--- src/hdl/khtbl_pkg.sv ---
`timescale 1ns / 1ps

package khtbl_pkg;

  localparam int SLOTS = 16;
  localparam int IDX_W = (SLOTS > 1) ? $clog2(SLOTS) : 1;
  localparam int CNT_W = $clog2(SLOTS + 1);

  typedef enum logic [1:0] {
    OP_ADD        = 2'd0,
    OP_DEL_KEY    = 2'd1,
    OP_DEL_HANDLE = 2'd2,
    OP_LOOKUP     = 2'd3
  } op_t;

  typedef enum logic [1:0] {
    ST_DONE   = 2'd0,
    ST_MISS   = 2'd1,
    ST_REJECT = 2'd2
  } status_t;

  typedef enum logic [1:0] {
    S_IDLE,
    S_SCAN,
    S_FINISH
  } state_t;

  typedef logic [IDX_W-1:0] idx_t;

  typedef struct packed {
    op_t         operation;
    logic [31:0] entry_id;
    logic [31:0] relay_address;
    logic [15:0] timer_handle;
  } req_t;

  typedef struct packed {
    status_t     status;
    logic [3:0]  slot_index;
    logic [15:0] result_handle;
    logic        handle_released;
  } res_t;

  typedef struct packed {
    logic [31:0] id;
    logic [30:0] relay;
    logic [15:0] handle;
  } slot_t;

  typedef struct packed {
    logic  en;
    idx_t  addr;
    slot_t data;
  } mem_wr_t;

  function automatic logic [3:0] to_index4(input idx_t idx);
    logic [IDX_W+3:0] ext;
    ext = {4'b0000, idx};
    return ext[3:0];
  endfunction

endpackage

--- src/hdl/khtbl_mem.sv ---
`timescale 1ns / 1ps

module khtbl_mem (
  input  logic             clk,
  input  khtbl_pkg::mem_wr_t wr,
  input  logic             rd_en,
  input  khtbl_pkg::idx_t  rd_addr,
  output khtbl_pkg::slot_t rd_data
);
  import khtbl_pkg::*;

  slot_t mem [SLOTS];

  always_ff @(posedge clk) begin
    if (wr.en) begin
      mem[wr.addr] <= wr.data;
    end
    if (rd_en) begin
      rd_data <= mem[rd_addr];
    end
  end

endmodule

--- src/hdl/khtbl_ctrl.sv ---
`timescale 1ns / 1ps

module khtbl_ctrl (
  input  logic               clk,
  input  logic               rst,
  input  logic               req_valid,
  output logic               req_ready,
  input  khtbl_pkg::req_t    req_in,
  output logic               res_load,
  output khtbl_pkg::res_t    res,
  input  logic               res_space,
  output khtbl_pkg::mem_wr_t mem_wr,
  output logic               rd_en,
  output khtbl_pkg::idx_t    rd_addr,
  input  khtbl_pkg::slot_t   rd_data
);
  import khtbl_pkg::*;

  state_t           state, state_next;
  logic [SLOTS-1:0] valid;
  req_t             req;
  logic [CNT_W-1:0] rcnt;
  logic             chk_vld;
  idx_t             chk_idx;
  logic             hit;
  idx_t             hit_idx;
  logic [15:0]      hit_handle;
  logic             free_found;
  idx_t             free_idx;

  logic accept;
  logic more;
  logic match;
  logic chk_last;
  logic negative;
  logic fire;
  logic valid_wr;
  logic valid_val;
  idx_t valid_idx;

  assign accept   = req_valid && req_ready;
  assign more     = rcnt < CNT_W'(SLOTS);
  assign chk_last = chk_idx == IDX_W'(SLOTS - 1);
  assign negative = req.operation == OP_ADD && req.relay_address[31];
  assign fire     = state == S_FINISH && res_space;

  always_comb begin
    if (req.operation == OP_DEL_HANDLE) begin
      match = valid[chk_idx] && rd_data.handle == req.timer_handle;
    end else begin
      match = valid[chk_idx] && rd_data.id == req.entry_id &&
              {1'b0, rd_data.relay} == req.relay_address;
    end
  end

  // next state
  always_comb begin
    state_next = state;
    case (state)
      S_IDLE: begin
        if (req_valid) begin
          if (req_in.operation == OP_ADD && req_in.relay_address[31]) begin
            state_next = S_FINISH;
          end else begin
            state_next = S_SCAN;
          end
        end
      end
      S_SCAN: begin
        if (chk_vld && (match || chk_last)) begin
          state_next = S_FINISH;
        end
      end
      S_FINISH: begin
        if (res_space) begin
          state_next = S_IDLE;
        end
      end
      default: state_next = S_IDLE;
    endcase
  end

  // outputs
  always_comb begin
    req_ready          = state == S_IDLE;
    rd_en              = state == S_SCAN && more;
    rd_addr            = rcnt[IDX_W-1:0];
    res_load           = fire;
    res.status         = ST_MISS;
    res.slot_index     = 4'd0;
    res.result_handle  = 16'd0;
    res.handle_released = 1'b0;
    mem_wr.en          = 1'b0;
    mem_wr.addr        = hit_idx;
    mem_wr.data.id     = req.entry_id;
    mem_wr.data.relay  = req.relay_address[30:0];
    mem_wr.data.handle = req.timer_handle;
    valid_wr           = 1'b0;
    valid_val          = 1'b0;
    valid_idx          = hit_idx;
    case (req.operation)
      OP_ADD: begin
        if (negative) begin
          res.status = ST_REJECT;
        end else if (hit) begin
          res.status     = ST_DONE;
          res.slot_index = to_index4(hit_idx);
          mem_wr.en      = fire;
          valid_wr       = fire;
          valid_val      = 1'b1;
          if (hit_handle != req.timer_handle) begin
            res.result_handle   = hit_handle;
            res.handle_released = 1'b1;
          end
        end else if (free_found) begin
          res.status     = ST_DONE;
          res.slot_index = to_index4(free_idx);
          mem_wr.en      = fire;
          mem_wr.addr    = free_idx;
          valid_wr       = fire;
          valid_val      = 1'b1;
          valid_idx      = free_idx;
        end
      end
      OP_DEL_KEY, OP_DEL_HANDLE: begin
        if (hit) begin
          res.status          = ST_DONE;
          res.slot_index      = to_index4(hit_idx);
          res.result_handle   = hit_handle;
          res.handle_released = 1'b1;
          valid_wr            = fire;
        end
      end
      OP_LOOKUP: begin
        if (hit) begin
          res.status        = ST_DONE;
          res.slot_index    = to_index4(hit_idx);
          res.result_handle = hit_handle;
        end
      end
      default: res.status = ST_MISS;
    endcase
  end

  always_ff @(posedge clk) begin
    if (rst) begin
      state   <= S_IDLE;
      valid   <= '0;
      chk_vld <= 1'b0;
    end else begin
      state <= state_next;
      if (valid_wr) begin
        valid[valid_idx] <= valid_val;
      end
      if (accept) begin
        chk_vld <= 1'b0;
      end else if (state == S_SCAN) begin
        chk_vld <= more;
      end
    end
  end

  always_ff @(posedge clk) begin
    if (accept) begin
      req        <= req_in;
      rcnt       <= '0;
      hit        <= 1'b0;
      free_found <= 1'b0;
    end else if (state == S_SCAN) begin
      if (more) begin
        rcnt <= rcnt + CNT_W'(1);
      end
      chk_idx <= rcnt[IDX_W-1:0];
      if (chk_vld) begin
        if (match) begin
          hit        <= 1'b1;
          hit_idx    <= chk_idx;
          hit_handle <= rd_data.handle;
        end
        if (!valid[chk_idx] && !free_found) begin
          free_found <= 1'b1;
          free_idx   <= chk_idx;
        end
      end
    end
  end

endmodule

--- src/hdl/keyed_handle_table.sv ---
`timescale 1ns / 1ps
// keyed_handle_table: associative table of timer handles keyed by (entry_id, relay_address)
//
// input channel s_*: one transaction per request. s_tuser carries the operation
// (add, delete by key, delete by handle, lookup), s_tdata the key and the handle.
// output channel m_*: exactly one result transaction per request, in order.
//
// each request walks the slot memory from slot 0 upward, one read per cycle,
// stopping at the first matching valid slot; the memory read is registered. an add
// with a negative relay address skips the walk and goes from idle straight to the
// finish state; any other request goes idle, scan, finish. an add without a match
// always scans every slot. finish loads the result once the output register is free.
// one request is in flight at a time; s_tready is high only while idle, so with an
// open output the next request is accepted in the cycle after the result is loaded.
//
// the result sits in an output register; when m_tready is low the block still takes
// one more request, finishes it and holds that result, with s_tready low, until the
// output register is taken.
// reset clears every valid mark and drops any result not yet delivered; slot
// contents are only used under a set valid mark, so the memory is not cleared.
module keyed_handle_table (
  input  logic        clk,
  input  logic        rst,
  input  logic        s_tvalid,
  output logic        s_tready,
  input  logic [79:0] s_tdata,   // entry_id[31:0], relay_address[63:32], timer_handle[79:64]
  input  logic [1:0]  s_tuser,   // operation[1:0]
  output logic        m_tvalid,
  input  logic        m_tready,
  output logic [23:0] m_tdata    // status[1:0], slot_index[5:2], result_handle[21:6],
                                 // handle_released[22], zero[23]
);
  import khtbl_pkg::*;

  req_t    req_in;
  res_t    res;
  res_t    out;
  logic    res_load;
  logic    res_space;
  mem_wr_t mem_wr;
  logic    rd_en;
  idx_t    rd_addr;
  slot_t   rd_data;

  assign req_in.operation     = op_t'(s_tuser);
  assign req_in.entry_id      = s_tdata[31:0];
  assign req_in.relay_address = s_tdata[63:32];
  assign req_in.timer_handle  = s_tdata[79:64];

  assign res_space = !m_tvalid || m_tready;

  khtbl_ctrl u_ctrl (
    .clk       (clk),
    .rst       (rst),
    .req_valid (s_tvalid),
    .req_ready (s_tready),
    .req_in    (req_in),
    .res_load  (res_load),
    .res       (res),
    .res_space (res_space),
    .mem_wr    (mem_wr),
    .rd_en     (rd_en),
    .rd_addr   (rd_addr),
    .rd_data   (rd_data)
  );

  khtbl_mem u_mem (
    .clk     (clk),
    .wr      (mem_wr),
    .rd_en   (rd_en),
    .rd_addr (rd_addr),
    .rd_data (rd_data)
  );

  always_ff @(posedge clk) begin
    if (rst) begin
      m_tvalid <= 1'b0;
    end else if (res_load) begin
      m_tvalid <= 1'b1;
    end else if (m_tready) begin
      m_tvalid <= 1'b0;
    end
  end

  always_ff @(posedge clk) begin
    if (res_load) begin
      out <= res;
    end
  end

  assign m_tdata = {1'b0, out.handle_released, out.result_handle, out.slot_index,
                    out.status};

endmodule
--- config.mk ---
export PLATFORM = sky130hd
export DESIGN_NAME = keyed_handle_table
export DESIGN_NICKNAME = d
export VERILOG_FILES = /design/src/hdl/khtbl_pkg.sv /design/src/hdl/khtbl_mem.sv /design/src/hdl/khtbl_ctrl.sv /design/src/hdl/keyed_handle_table.sv
export SDC_FILE = /design/constraint.sdc
export NUM_CORES = 1
export LEC_CHECK = 0
export ABC_AREA = 1
export BUFFER_PORTS_ARGS = -buffer_cell sky130_fd_sc_hd__buf_4
export CELL_PAD_IN_SITES_DETAIL_PLACEMENT = 0
export CELL_PAD_IN_SITES_GLOBAL_PLACEMENT = 1
export CORE_MARGIN = 2
export CORE_UTILIZATION = 35
export DETAILED_ROUTE_END_ITERATION = 8
export GPL_ROUTABILITY_DRIVEN = 1
export PLACE_DENSITY_LB_ADDON = 0.1
export SETUP_SLACK_MARGIN = 0.3
export SLEW_MARGIN = 40
export SYNTH_ARGS = -nofsm -noshare
export SYNTH_HDL_FRONTEND = slang
export SYNTH_SLANG_ARGS = --single-unit
--- constraint.sdc ---
create_clock -name clk -period 10.6 [get_ports clk]
set_clock_uncertainty 0.05 [all_clocks]
set_input_delay 1.06 -clock clk [delete_from_list [all_inputs] [get_ports clk]]
set_output_delay 1.06 -clock clk [all_outputs]
set_load 0.02 [all_outputs]
* Word-level counts from Yosys, hierarchy flattened
Memories as Yosys holds them, arrays and structs flattened. A register that Yosys moved wholly into a read port is not among the register bits.
Cells that the tools add are included.
** Cells by class
- $add $sub $neg :: 1
- Magnitude comparators :: 4
- Equality and inequality tests :: 13
- Multiplexer cells :: 43
- Bitwise operators :: 1
- Reductions and logical operators :: 29
** Operators by type and width (count)
- $pmux 22 s3 :: 1
- $mux 21 :: 2
- $mux 17 :: 2
- $eq 31x32->1 :: 1
- $eq 32x32->1 :: 1
- $mux 22 :: 1
- $mux 4 :: 5
- $mux 5 :: 4
- $bwmux 16 :: 1
- $eq 16x16->1 :: 1
- $mux 1 :: 16
- $ne 16x16->1 :: 1
- $logic_and 1x1->1 :: 11
- $lt 4x5->1 const B :: 2
- $mux 2 :: 5
- $reduce_and 3->1 :: 3
- $reduce_and 4->1 :: 2
- $eq 2x2->1 const B :: 3
- $logic_not 2->1 :: 3
- $mux 6 :: 1
- $pmux 2 s3 :: 1
- $add 5x1->5 const B :: 1
- $lt 5x5->1 const B :: 1
- $bmux 1 s4 :: 1
- 13 further kinds :: 21
** Word-level totals
- Bits in registers :: 160
- Bits in writable memories :: 1264
- Bits of input ports :: 86
- Output and inout port bits :: 26
- Logic and storage cells :: 111
- Memories :: 1
** Memories
- u_mem.mem :: words 16, width 79, rd ports 1, clocked after Yosys merged registers in 1, wr ports 1, RTL line khtbl_mem.sv:12 : slot_t mem [SLOTS];

* Depth between registers and ports, before layout
Gate-level depths: netlist of the first run.
- Depth in word-level cells :: 9
- Gate-level depth with buffers :: 17
- Mapped depth without buffers :: 17

* Modules after synthesis
From an unflattened synthesis of the first run, not the netlist that was laid out.
** Unflattened totals
- Cell total of the unflattened synthesis :: 6095
- Area, all modules :: 64284.2 µm²
** Modules (own cells, without submodules)
- khtbl_mem :: instances 1, cells an instance 5190, area an instance 56221.4 µm², sequential area each 40328.7 µm²
- khtbl_ctrl :: instances 1, cells an instance 875, area an instance 7318.3 µm², sequential area each 3823.7 µm²
- keyed_handle_table :: instances 1, cells an instance 30, area an instance 744.5 µm², sequential area each 710.7 µm²

* Worst setup path after synthesis of the first run
No wires, ideal clock.
- Path kind :: input to register
- From :: input m_tready
- To :: memory u_mem.mem[3][0] (netlist bit), enable pin
- Setup time :: 0.711 ns
- Data arrival time :: 9.307 ns
- Required time :: 9.839 ns
- Slack :: 0.532 ns
- Stages :: 4
- Path buffers :: 0
- Path through :: nor2_1 > nor2_4 > nand2_4 > nor4_1
** On the way
- Word-level cells in the longest chain between the ends :: 8
** RTL lines
- start: declaration :: RTL line keyed_handle_table.sv:29 : input logic m_tready,
- $logic_or 1x1->1 (*) :: RTL line keyed_handle_table.sv:50 : assign res_space = !m_tvalid || m_tready;
- $logic_and 1x1->1 (*) :: RTL line khtbl_ctrl.sv:45 : assign fire = state == S_FINISH && res_space;
- net res_load :: RTL line keyed_handle_table.sv:38 : logic res_load;
- $mux 5 :: RTL line khtbl_ctrl.sv:115 : end else if (free_found) begin
- $mux 1 (*) :: RTL line khtbl_ctrl.sv:105 : end else if (hit) begin
- $mux 5 (*) :: RTL line khtbl_ctrl.sv:103 : if (negative) begin
- $mux 5 (*) :: RTL line khtbl_ctrl.sv:101 : case (req.operation)
- $mux 1 (*) :: RTL line khtbl_mem.sv:15 : if (wr.en) begin
- $mux 1 (implied by the code) (*) :: RTL line khtbl_mem.sv:16 : mem[wr.addr] <= wr.data;
- end: declaration :: RTL line khtbl_mem.sv:12
The timed path passes the listed nets; every way through them passes the cells marked *.

* Worst setup path in the final report of the first run
- From :: register u_ctrl.req[80] (netlist bit)
- To :: memory u_mem.mem[9][53] (netlist bit), enable pin
** On the way
- Word-level cells in the longest chain between the ends :: 6
** RTL lines
- start: declaration :: RTL line khtbl_ctrl.sv:21 : req_t req;
- start signal: assignment :: RTL line khtbl_ctrl.sv:165 : req <= req_in;
- $logic_not 2->1 (*) :: RTL line khtbl_ctrl.sv:44, khtbl_ctrl.sv:101
- $logic_and 1x1->1 :: RTL line khtbl_ctrl.sv:44 : assign negative = req.operation == OP_ADD && req.relay_address[31];
- $mux 5 :: RTL line khtbl_ctrl.sv:103
- $mux 5 (*) :: RTL line khtbl_ctrl.sv:101
- $mux 1 :: RTL line khtbl_mem.sv:15
- $mux 1 (implied by the code) :: RTL line khtbl_mem.sv:16
Mark *: on every way between the ends. The rest lies on a longest branch, timed or not.

==> metrics, run 1 <==
ys flop type edfxtp_1; first-pass GRT wire length roughly 230000 um; register area 0.0449 mm2; Initial DRC Count 2639; status completed; Async SR Flop Fraction 0; Critical R2R Capture u_mem.mem[9][53]$_DFFE_PP_; wire per inst 23.8 um; post-synthesis instance total 4196; Area contributors post-synth edfxtp_1, nor2_1, o21ai_0, o32ai_1, nand2_1; EDFF count, synth 1476; synthesized cell area slightly below 0.06 mm2; Post-Synth Adder-Cell Area 0.000853; crit start category flop; Hold WC Path Type primary input to flop; Boundary Pins 112; row count 150; r2r setup slk 6690 ps; Setup crit end u_mem.mem[9][53]$_DFFE_PP_; Final Setup Violations 0; Clk pin slew, worst setup/hold paths 60 ps; hold_buf cts 0; RSZ-0062 raised after global routing no; CTS buffer count around 170; critical path required time 10970 ps; initial antenna violation count 1; Largest stage delay, worst path 720 ps; DRT antenna net count 0; largest family of logic cells by synthesized area simple AND/OR/NAND/NOR gates; final worst setup slack around 6700 ps; setup TNS 0 ps; Hold Vio Cnt, Final 0; TritonCTS clock tree yes; Clock Latency Late Sink 810 ps; crit path capture type flop; RD Place Congestion 0.719; VDD IR max 0.197 mV; max_cap viols 0; CP max-delay cell buf_4; max-slew violations 0; total track usage 0.186; Crit Path Class flop to flop; CTS Sinks between 1500 and 2000; area of the multi-input gates 0.0122 mm2; final critical-path share of the clock period 0.368; Fillers approximately 16000; die height 413 um; pre-CTS setup slack approximately 6400 ps; sequential share of the synthesized area 0.765; initial core utilization 0.352; flops & latches, synth 1503; largest net degree at the start of global routing approximately 170; most frequent cell after synthesis edfxtp_1; Slew HR 0.419; Area Overhead vs Synth 15.0%; vias per inst 5.10; Fmax roughly 260 MHz; CP Max Fanout 46; gr ovfl total 0; proportion of layout cells with a drive suffix above 1 0.110; total number of vias 34000; multiplexer area fraction after synthesis 0.0229; CP startpoint u_ctrl.req[80]$_DFFE_PP_; setup bufs post-CTS 0; CP cell instances inv_1 > ha_1 > inv_2 > nor2_4 > o21ai_4 > inv_6 > o21ai_4 > inv_2 > nor2_2 > inv_1 > nor3_2 > buf_6 > buf_4; most instantiated cells after synthesis edfxtp_1, nor2_1, nand2_1; Slew @ Worst Pin 871 ps; xor and xnor area share after synthesis 0.00373; cells on worst reg2reg path 13; crit path DAT 4280 ps; Die Wd 413 um; synth unique cells 38; syn_nets 4286; Resized Gates After CTS 0; leakage power 22.2 nW; warning count from the yosys run 0; post-synth top area cell edfxtp_1; # nets final 4412; share of the synthesized area in the top cell type 0.756; Tmin final roughly 3900 ps; final WL 159000 um; WHS Path Cells 1; Synth Area in Compound Gates 0.0852; drt drc 0; DP HPWL approximately 83000 um; number of diodes 0; Synth Area per Inst ~14 um2; Core ar. approximately 0.17 mm2; post-synthesis simple-gate area fraction 0.0932; IO buf count 110; Root Driver clkbuf_16; worst reg2reg startpoint u_ctrl.req[80]$_DFFE_PP_; Cell Pwr Density 213 mW/mm2; vias in the first global route 33900; H-Tree Depth 4; die area 0.171 mm2; TritonRoute pass-1 iters 7; Max Buffers Root-to-Sink 3
==> sequential cells by signal, summed over array words and instances, names as in the netlist <==
signal and count:
u_ctrl.free_idx 4, u_ctrl.hit_handle 16, m_tdata 23, u_ctrl.valid 16, u_ctrl.state 2, u_mem.rd_data 79, u_ctrl.hit 1, u_ctrl.hit_idx 4
u_ctrl.mem_wr 79, u_mem.mem 1264, u_ctrl.rcnt 5, u_ctrl.chk_vld 1, u_ctrl.free_found 1, m_tvalid 1, u_ctrl.chk_idx 4, u_ctrl.req 3
==> per-stage QoR <==
stage          hold WS [ps]   util  cell area, um2  std cells  power, mW
4_1_cts                 302  0.404           67400       6665       14.6
6_report                378  0.404           67400       6670       14.4
2_1_floorplan           353      -           58700       4196       8.32
3_3_place_gp            388  0.371           62000       6342       8.99
5_1_grt                 324  0.404           67400       6670       15.0
3_5_place_dp            388  0.373           62200       6351       9.01
==> critical path, delay by kind of cell, from the launching register on <==
family | cells | cell delay [ps]
compound gates | 2 | 470
buf+inv | 7 | 1870
fa+ha+maj | 1 | 230
flops | 1 | 350
simple gates | 3 | 470
==> cell families after synthesis <==
family / Yosys count
AOI/OAI and AO/OA: 736
xor gates and xnor gates: 25
and+or+nand+nor: 1372
muxes: 134
DFF: 1503
other: 1
adders and majority gates: 4
buffers and inverters: 421
==> cells in the final DEF (no fill, tap or decap), types with 4 or more instances in the layout <==
cell       Yosys  layout
edfxtp_1    1476    1476
nor2_1       808     804
nand2_1      359     359
o21ai_0      341     341
o32ai_1      182     182
clkbuf_16      0     168
nand3_1      165     165
inv_1        164     163
buf_4         20     162
mux2i_1      134     134
o221ai_1     134     134
clkinv_1       0      44
clkinv_2       0      43
clkbuf_1     176      35
a21oi_1       29      29
buf_6          2      26
o211ai_1      25      25
dfxtp_1       27      24
xor2_1        23      23
o21ai_1       15      15
nor3_2         0      10
inv_6          1       9
inv_2         11       8
bufinv_16      0       8
nor2_4         3       7
buf_12         0       7
nor4_2         0       6
nor3_1        15       5
inv_16         0       5
buf_8          0       5
nand4_1        4       4
ha_1           4       4
==> worst min-delay path by stage <==
stage | startpoint | end | slack (ps)
after floorplan | u_ctrl.rcnt[2]$_SDFFE_PP0P_ | u_ctrl.chk_idx[2]$_DFFE_PP_ | 350
after global placement | u_ctrl.valid[8]$_SDFFE_PP0P_ | u_ctrl.valid[8]$_SDFFE_PP0P_ | 390
after detailed placement | u_ctrl.valid[8]$_SDFFE_PP0P_ | u_ctrl.valid[8]$_SDFFE_PP0P_ | 390
after CTS | s_tdata[26] | u_ctrl.mem_wr[73]$_DFFE_PP_ | 300
after global routing | s_tdata[47] | u_ctrl.mem_wr[31]$_DFFE_PP_ | 320
final | s_tdata[26] | u_ctrl.mem_wr[73]$_DFFE_PP_ | 380
==> layout make-up <==
type / instances / area share
Clock inverter: 111 / 0.0124
Timing Repair Buffer: 201 / 0.0260
Inverter: 176 / 0.0101
Clock buffer: 203 / 0.0643
Multi-Input combinational cell: 2272 / 0.181
Tap cell: 2204 / 0.0409
Sequential cell: 1503 / 0.665
==> where the power goes <==
| part | total, mW | switching [mW] | internal [mW] |
|---|---|---|---|
| registers | 6.93 | 0.200 | 6.73 |
| clock network | 5.53 | 2.41 | 3.12 |
| logic | 1.91 | 1.29 | 0.619 |
| total | 14.4 | 3.90 | 10.5 |
==> layer usage <==
metal | track usage | part of all wire | vias to the layer above
li1 | - | - | 15900
met1 | 0.261 | 0.47 | 17300
met2 | 0.300 | 0.47 | 614
met3 | 0.0297 | 0.038 | 210
met4 | 0.0471 | 0.020 | 0
met5 | 0 | 0 | -
(Power assumes the default switching activity.)
==> inputs of run 2 (changes only) <==
==> constraint.sdc (replaced) <==
create_clock -name clk -period 3.43 [get_ports clk]
set_clock_uncertainty 0.05 [all_clocks]
set_input_delay 0.343 -clock clk [delete_from_list [all_inputs] [get_ports clk]]
set_output_delay 0.343 -clock clk [all_outputs]
set_load 0.02 [all_outputs]
==> run 2 against run 1 <==
Register-to-register slack got worse by 6200 ps. Wire length rose by 7.5%. Combinational power rose to 3.5 times the previous value. Sequential share of layout area is 2.6 points lower. Total power grew to 3.1 times the previous value. Clock-buffer cell count increased by 2.
==> metrics, run 2 (synthesis gave the netlist of run 1 again) <==
status completed; CP max-delay cell edfxtp_1; total number of vias 35400; final worst setup slack 492 ps; family with the most delay on the worst path buffers and inverters; CTS Sinks 1503; DP HPWL 92600 um; DRT antenna net count 0; IO buf count 110; initial core utilization 0.352; DP Area 0.0639 mm2; final critical-path share of the clock period 0.856; Max Buffers Root-to-Sink 3; vias in the first global route 34900; Area Overhead vs Synth 19.7%; Layout Cells excl Fill 6872; RSZ-0062 raised after global routing no; crit path DAT 3350 ps; largest net degree at the start of global routing between 100 and 150; Slew HR 0.467; Tmin final 2940 ps; Inst Count DP 6465; leakage power about 23 nW; most frequent cells in the layout edfxtp_1, nor2_1, nand2_1; setup TNS 0 ps; WL met1 80000 um; first-pass GRT wire length 246000 um; Largest register FFs 1264; CP cell instances inv_1 > ha_2 > inv_2 > nor2_4 > o21ai_4 > inv_6 > o21ai_4 > inv_2 > nand2_4 > nor4_4 > buf_12 > buf_4; Fmax 340 MHz; Initial DRC Count 3070; Top reg by flops u_mem.mem; Slew @ Worst Pin 800 ps; die height a little over 400 um; Finished Core Util 0.421; Boundary Pins between 100 and 150; Hold WC Path Type primary input to flop; drt drc 0; total track usage 0.197; pre-CTS setup slack 293 ps; cell area after layout approximately 0.070 mm2; max layer used met5; vias per inst 5.15; Core ar. approximately 0.17 mm2; initial antenna violation count 6; Hold Vio Cnt, Final 0; Largest stage delay, worst path 390 ps; crit path capture type flop; max-slew violations 0; Total Power approximately 45 mW; critical path required time between 3000 and 4000 ps; Cell Pwr Density between 600 and 700 mW/mm2; TritonCTS clock tree yes; RD Place Congestion approximately 0.75; Final Setup Violations 0; WP buf/inv 6; TritonRoute pass-1 iters 5; final WL 171000 um; met2 WL post-DR roughly 79000 um; Root Driver clkbuf_16; wire per inst 24.8 um; Crit Path Class flop to flop; proportion of layout cells with a drive suffix above 1 0.130; Die Wd ~410 um; CP Max Fanout 21; crit start category flop; Clk pin slew, worst setup/hold paths roughly 60 ps; die area 0.171 mm2; H-Tree Depth 4; commonest non-fill, non-tap cell in the layout edfxtp_1; Fin Hold WS between 200 and 250 ps; # nets final 4621; row count 150; VDD IR max 0.514 mV; DR WL met3 7670 um; CTS buffer count 167; max_cap viols 0; Clock Latency Late Sink 790 ps; gr ovfl total 0
[run 2: changes by cell type in the layout (fill, tap and decap cells not counted), moves of 4 or more]
cell | previous run | this run
dlygate4sd3_1 | 0 | 85
nor3_2 | 10 | 1
buf_12 | 7 | 74
buf_8 | 5 | 0
clkinv_2 | 43 | 23
nor4_4 | 0 | 6
buf_6 | 26 | 9
buf_4 | 162 | 240
nor3_4 | 0 | 9
nor4_2 | 6 | 0
clkinv_1 | 44 | 48
[run 2: path summary, 6_finish.rpt]
kind | endpoint | slack (ps) | startpoint | depth (start not counted)
max | u_mem.mem[1][38]$_DFFE_PP_ | 490 | u_ctrl.req[80]$_DFFE_PP_ | 12
max reg2reg | u_mem.mem[1][38]$_DFFE_PP_ | 490 | u_ctrl.req[80]$_DFFE_PP_ | 12
min reg2reg | u_ctrl.valid[5]$_SDFFE_PP0P_ | 400 | u_ctrl.valid[5]$_SDFFE_PP0P_ | 2
min | u_ctrl.mem_wr[0]$_DFFE_PP_ | 230 | s_tdata[64] | 2
[run 2: layout make-up]
type | instances | area [um2]
fillers | 15300 | 96600
flip-flops and latches | 1503 | 44900
multi-input cells | 2272 | 12300
clock buffers | 205 | 4360
repair buffers | 411 | 4310
well taps | 2204 | 2760
clock inverters | 99 | 853
inverters | 176 | 691
diodes | 2 | 5.00
[run 2: layer usage]
layer	vias to the layer above	global-route usage
met5	-	0
met4	4	0.0515
met3	235	0.0300
met2	821	0.315
met1	18000	0.281
li1	16300	-
[run 2: what timing repair did]
action / CTS / global route
hold endpoints to repair: 86 / 0
setup buffers: 2 / 10
resized for setup: 0 / 9
gates cloned: 0 / 3
hold buffers: 85 / 0
endpoints found under the setup margin: 28 / 504
pin swaps: 1 / 5
[run 2: power breakdown]
part	total (mW)	internal, mW	switching, mW	leakage [nW]
clock network	17.3	9.89	7.42	2.55
logic	6.60	2.29	4.31	7.33
registers	21.2	20.8	0.434	13.6
[run 2: worst reg2reg max path, cell delays in order (launching register included)]
cell	delay, ps
edfxtp_1	390
inv_1	100
ha_2	190
inv_2	50
nor2_4	190
o21ai_4	130
inv_6	200
o21ai_4	120
inv_2	110
nand2_4	110
nor4_4	330
buf_12	300
buf_4	340
